$ cat config.mk
export PLATFORM = sky130hd
export DESIGN_NAME = ccl_csr_regs
export DESIGN_NICKNAME = d
export VERILOG_FILES = /design/src/ccl_pkg.sv /design/src/ccl_csr_regs.sv
export SDC_FILE = /design/constraint.sdc
export NUM_CORES = 1
export LEC_CHECK = 0
export BUFFER_PORTS_ARGS = -buffer_cell sky130_fd_sc_hd__buf_2
export CELL_PAD_IN_SITES_DETAIL_PLACEMENT = 0
export CELL_PAD_IN_SITES_GLOBAL_PLACEMENT = 1
export CORE_ASPECT_RATIO = 0.8
export CORE_MARGIN = 4
export CORE_UTILIZATION = 37
export CTS_CLUSTER_DIAMETER = 100
export DETAILED_ROUTE_END_ITERATION = 10
export PLACE_DENSITY_LB_ADDON = 0.25
export SLEW_MARGIN = 20
export SYNTH_ARGS = -nofsm -noshare
export SYNTH_HDL_FRONTEND = slang
export SYNTH_SLANG_ARGS = --single-unit
$ cat constraint.sdc
create_clock -name clock -period 1.6 [get_ports clock]
set_clock_uncertainty 0.1 [all_clocks]
set_input_delay 0.32 -clock clock [delete_from_list [all_inputs] [get_ports clock]]
set_output_delay 0.32 -clock clock [all_outputs]
set_load 0.01 [all_outputs]
$ cat src/ccl_pkg.sv
`timescale 1ns / 1ps
// ----------------------------------------------------------------------------
// Cross-channel LRN package
// Shared constants, the configuration struct and the exp2 step table.
// ----------------------------------------------------------------------------
package ccl_pkg;

   localparam int MAX_WINDOW     = 16;
   localparam int SAMPLE_BITS    = 16;
   localparam int DELAY_DEPTH    = (MAX_WINDOW + 1) / 2;
   localparam int COUNT_PERIOD   = MAX_WINDOW * DELAY_DEPTH;
   localparam int WIN_IDX_BITS   = $clog2(MAX_WINDOW);
   localparam int DLY_IDX_BITS   = $clog2(DELAY_DEPTH);
   localparam int COUNT_BITS     = $clog2(2 * COUNT_PERIOD);
   localparam int SIZE_BITS      = 4;
   localparam int HALF_BITS      = SIZE_BITS - 1;
   localparam int MAG_BITS       = SAMPLE_BITS + 1;
   localparam int SQUARE_BITS    = 2 * SAMPLE_BITS;
   localparam int SUM_BITS       = 40;
   localparam int CSR_INDEX_BITS = 2;
   localparam int CSR_DATA_BITS  = 24;

   typedef enum logic [CSR_INDEX_BITS-1:0] {
      CSR_WINDOW_SIZE = 2'd0,
      CSR_ALPHA       = 2'd1,
      CSR_BETA        = 2'd2,
      CSR_BIAS        = 2'd3
   } csr_index_type;

   typedef struct packed {
      logic [SIZE_BITS-1:0] window_size;
      logic [15:0]          alpha_over_size;
      logic [15:0]          beta_exponent;
      logic [23:0]          bias_k;
   } cfg_type;

   localparam logic [SIZE_BITS-1:0] RESET_WINDOW_SIZE = 4'd5;
   localparam logic [15:0]          RESET_ALPHA       = 16'd335;
   localparam logic [15:0]          RESET_BETA        = 16'd12288;
   localparam logic [23:0]          RESET_BIAS        = 24'd65536;

   // Magnitude of a signed sample, one bit wider so that the most negative
   // value is represented.
   function automatic logic [MAG_BITS-1:0] magnitude(input logic [SAMPLE_BITS-1:0] v);
      logic [MAG_BITS-1:0] ext;
      ext = {v[SAMPLE_BITS-1], v};
      return v[SAMPLE_BITS-1] ? (MAG_BITS'(0) - ext) : ext;
   endfunction

   function automatic logic [63:0] isqrt64(input logic [63:0] v_arg);
      logic [63:0] v;
      logic [63:0] r;
      logic [63:0] b;
      v = v_arg;
      r = '0;
      b = 64'd1 << 62;
      for (int k = 0; k < 32; k++) begin
         if (b > v) b = b >> 2;
      end
      for (int k = 0; k < 32; k++) begin
         if (b != 64'd0) begin
            if (v >= r + b) begin
               v = v - (r + b);
               r = (r >> 1) + b;
            end else begin
               r = r >> 1;
            end
            b = b >> 2;
         end
      end
      return r;
   endfunction

   // Entry j holds 2^(2^-(j+1)) in Q2.30, each one the square root of the
   // one before.
   function automatic logic [15:0][31:0] build_exp_tab();
      logic [15:0][31:0] tab;
      logic [63:0]       prev;
      prev   = isqrt64(64'd1 << 61);
      tab[0] = prev[31:0];
      for (int j = 1; j < 16; j++) begin
         prev   = isqrt64(prev << 30);
         tab[j] = prev[31:0];
      end
      return tab;
   endfunction

   localparam logic [15:0][31:0] EXP_TAB = build_exp_tab();

endpackage

$ cat src/ccl_csr_regs.sv
`timescale 1ns / 1ps
// ----------------------------------------------------------------------------
// Cross-channel LRN configuration registers
// Write-only register file loaded from the plain write port.
// ----------------------------------------------------------------------------
module ccl_csr_regs (
   input  logic                               clock,
   input  logic                               reset,
   input  logic                               write_en,
   input  logic [ccl_pkg::CSR_INDEX_BITS-1:0] index,
   input  logic [ccl_pkg::CSR_DATA_BITS-1:0]  wdata,
   output ccl_pkg::cfg_type                   cfg
);

   ccl_pkg::cfg_type cfg_ff;

   always_ff @(posedge clock) begin
      if (reset) begin
         cfg_ff.window_size     <= ccl_pkg::RESET_WINDOW_SIZE;
         cfg_ff.alpha_over_size <= ccl_pkg::RESET_ALPHA;
         cfg_ff.beta_exponent   <= ccl_pkg::RESET_BETA;
         cfg_ff.bias_k          <= ccl_pkg::RESET_BIAS;
      end else if (write_en) begin
         case (ccl_pkg::csr_index_type'(index))
            ccl_pkg::CSR_WINDOW_SIZE: begin
               cfg_ff.window_size <= wdata[ccl_pkg::SIZE_BITS-1:0];
            end
            ccl_pkg::CSR_ALPHA: begin
               cfg_ff.alpha_over_size <= wdata[15:0];
            end
            ccl_pkg::CSR_BETA: begin
               cfg_ff.beta_exponent <= wdata[15:0];
            end
            ccl_pkg::CSR_BIAS: begin
               cfg_ff.bias_k <= wdata[23:0];
            end
            default: begin
               cfg_ff <= cfg_ff;
            end
         endcase
      end
   end

   assign cfg = cfg_ff;

endmodule

==> results.md <==
* Final Slew Violations at 0
* Reg2reg end: cfg[50]
* Reg-to-reg slack, setup at 0.88 ns
* Slowest stage cell, crit path: dfxtp_1
* Clock root cell: clkbuf_8
* Pin count of the biggest net entering global routing at 93
* # IOs at 89
* Hold path endpoint: cfg[17]
* Area growth syn-to-layout at 29.9%
* Longest Clk Path Bufs at 2
* Main combinational cell family by area after synthesis: multiplexers
* CP Class: reg2out
* Vias per std cell at roughly 4.5
* RSZ-0062 raised after global routing: no
* Compound-cell area share of the yosys netlist at 0%
* Post-synthesis simple-gate area fraction at 23.5%
* Final ANT Viol Nets at 0
* Total number of yosys warnings at 0
* Drt wl/cell at 13.3 microns
* Register area share after synthesis at 48.9%
* Net Switching at about 740 uW
* Layout cell share with drive strength beyond 1 at 32.7%
* MaxCap Viol Count at 0
* Detailed-route DRC error count at 0
* Post-DP HPWL at ~3.8 mm
* Leak at 0.00154 uW
* Status: completed
* # clock sinks at 60
* Critical Path AT at 0.82 ns
* CP startpoint kind: flip-flop
* F_max at 803 MHz
* CTS resizes at 0
* Port bufs at 88
* Hold_buf cts at 0
* Xor/xnor share of the synthesized area at 0%
* Final min period at approximately 1.2 ns
* First-pass GRT wire length at 8.59 mm
* Vias after detailed routing at 1833
* Vias in the first global route at about 1700
* Total congestion overflow at 0
* Worst reg2reg path startpoint: cfg[50]
* Antenna diodes at 0
* Inserted Clock Buffers at 9
* Slew headroom at a little over two thirds
* Row count at 26
* Crit-path max FO at 2
* Die Y at 80.9 microns
* Mux share of post-synthesis cell area at 24.4%
* Initial Util at 38.4%
* GPL Wtd Cong at 0.691
* Setup crit start: cfg[50]
* Post-Synthesis Net Count at 264
* Worst hold path depth at 3
* WP data required at 1.18 ns
* Hold Vio Cnt, Final at 0
* Reg power frac at a little under half
* Post-CTS setup buffers at 0
* Netlist cell types at 12
* Placed cells at ~400
* Adder-Cell Fraction of Synth Area at 0%
* Mean Syn Cell Area at about 10 sq um
* Clk slew on worst S/H paths at approximately 0.07 ns
* R2R cell count at 2
* Drt first pass iters at 4
* Largest delay share family, worst path: flip-flops
* Final worst path period share at approximately 80%
* FF+latch count, synth at 60
* Final setup viols at 0
* Worst Setup End Kind: output port
* Post-Route WL at 5.47 mm
* Final nets at between 300 and 400
* Net Sw Frac at 22.5%
* Hold path start: wdata[17]
* Pwr dens at 1040 nW/um^2
* WP buf/inv at 1
* Max incr delay on CP at 0.35 ns
* Final non-filler cell total at 411
* Logic gate share of total power at 9.6%
* H-tree levels at 3
* Global Route Usage Sum at 14.1%
* Worst-Margin Slew at about 0.44 ns
* Max reg flops at 60
* Core area at roughly 6400 sq um
* CTS tree: done
* Cell breakdown of the critical path: buf_2
* Die area at 8020 sq um
* Post-Synthesis Cell Area at 2460 sq um
* First-iteration detailed-routing DRC count at a little over 50
* Clk_lat worst skew at 0.33 ns
* Die width at 99.1 microns
* Worst Hold Class: in2reg
* Clock power frac at 42.9%
* Setup TNS at 0 ns
* Maximum vdd ir drop at around 0.5 mV
* Mapped Cells at 235
* Internal power at 2570 uW
* Initial antenna violation count at 0
## power groups by stage
stage	sequential (uW)	clock, uW	combinational (uW)
global route	1580	1550	349
CTS	1570	1480	323
finish	1570	1420	317
floorplan	1630	0	165
global placement	1610	0	319
detailed placement	1610	0	322
## logic make-up (layout without fill, tap and decap cells)
logic type / count (synthesis) / after routing
AND/OR/NAND/NOR: 99 / 99
buffers and inverters: 16 / 108
multiplexers: 60 / 60
flip-flops: 60 / 60
## placed cells by master, fill, tap and decap left out
cell type   count
buf_12          2
nor2_1         20
bufinv_16       2
nand2b_1       72
mux2i_1        60
clkinv_2        2
buf_2          88
clkbuf_1        1
clkbuf_8        9
nand3b_1        2
and3b_1         2
nand3_1         1
and3_1          1
buf_4           3
clkinvlp_4      1
or3b_1          1
dfxtp_1        60
## synth_stat cells
master	number	area [sq um]
nand3_1	1	5.00
and3b_1	2	17.5
clkbuf_1	9	33.8
buf_2	3	15.0
mux2i_1	60	601
and3_1	1	6.26
buf_4	4	30.0
nor2_1	20	75.1
nand2b_1	72	450
nand3b_1	2	15.0
or3b_1	1	8.76
dfxtp_1	60	1200
## area by class of cell
| cell class | count | area [sq um] |
|---|---|---|
| fillers | 606 | 3220 |
| flip-flops and latches | 60 | 1200 |
| multi-input cells | 159 | 1180 |
| repair buffers | 93 | 503 |
| clock buffers | 10 | 128 |
| well taps | 84 | 105 |
| clock inverters | 5 | 77.6 |
## per-layer routing
metal | vias to the layer above | part of all wire (%) | GRT usage, %
met1 | 829 | 48 | 18.5
met2 | 62 | 41 | 19.1
met5 | - | 0 | 0
li1 | 940 | - | -
met3 | 2 | 10 | 8.76
met4 | 0 | 0.46 | 4.09
## stage by stage
stage | setup WS, ns | hold slack, ns | util (%) | area [sq um] | total power (uW)
after CTS | 0.333 | 0.133 | 49.8 | 3190 | 3370
final | 0.355 | 0.150 | 49.8 | 3190 | 3310
after floorplan | 0.369 | 0.375 | - | 2460 | 1800
after global placement | 0.274 | 0.357 | 46.6 | 2990 | 1920
after global routing | 0.280 | 0.139 | 49.8 | 3190 | 3480
after detailed placement | 0.255 | 0.362 | 46.6 | 2990 | 1930
## worst max-delay path by stage
stage / end / slack, ns / cells after the start
finish: cfg[50] / 0.36 / 1
global route: cfg[53] / 0.28 / 1
CTS: cfg[50] / 0.33 / 1
detailed placement: cfg[57] / 0.25 / 3
global placement: cfg[59] / 0.27 / 3
floorplan: cfg[56] / 0.37 / 4
(Power assumes the default switching activity.)
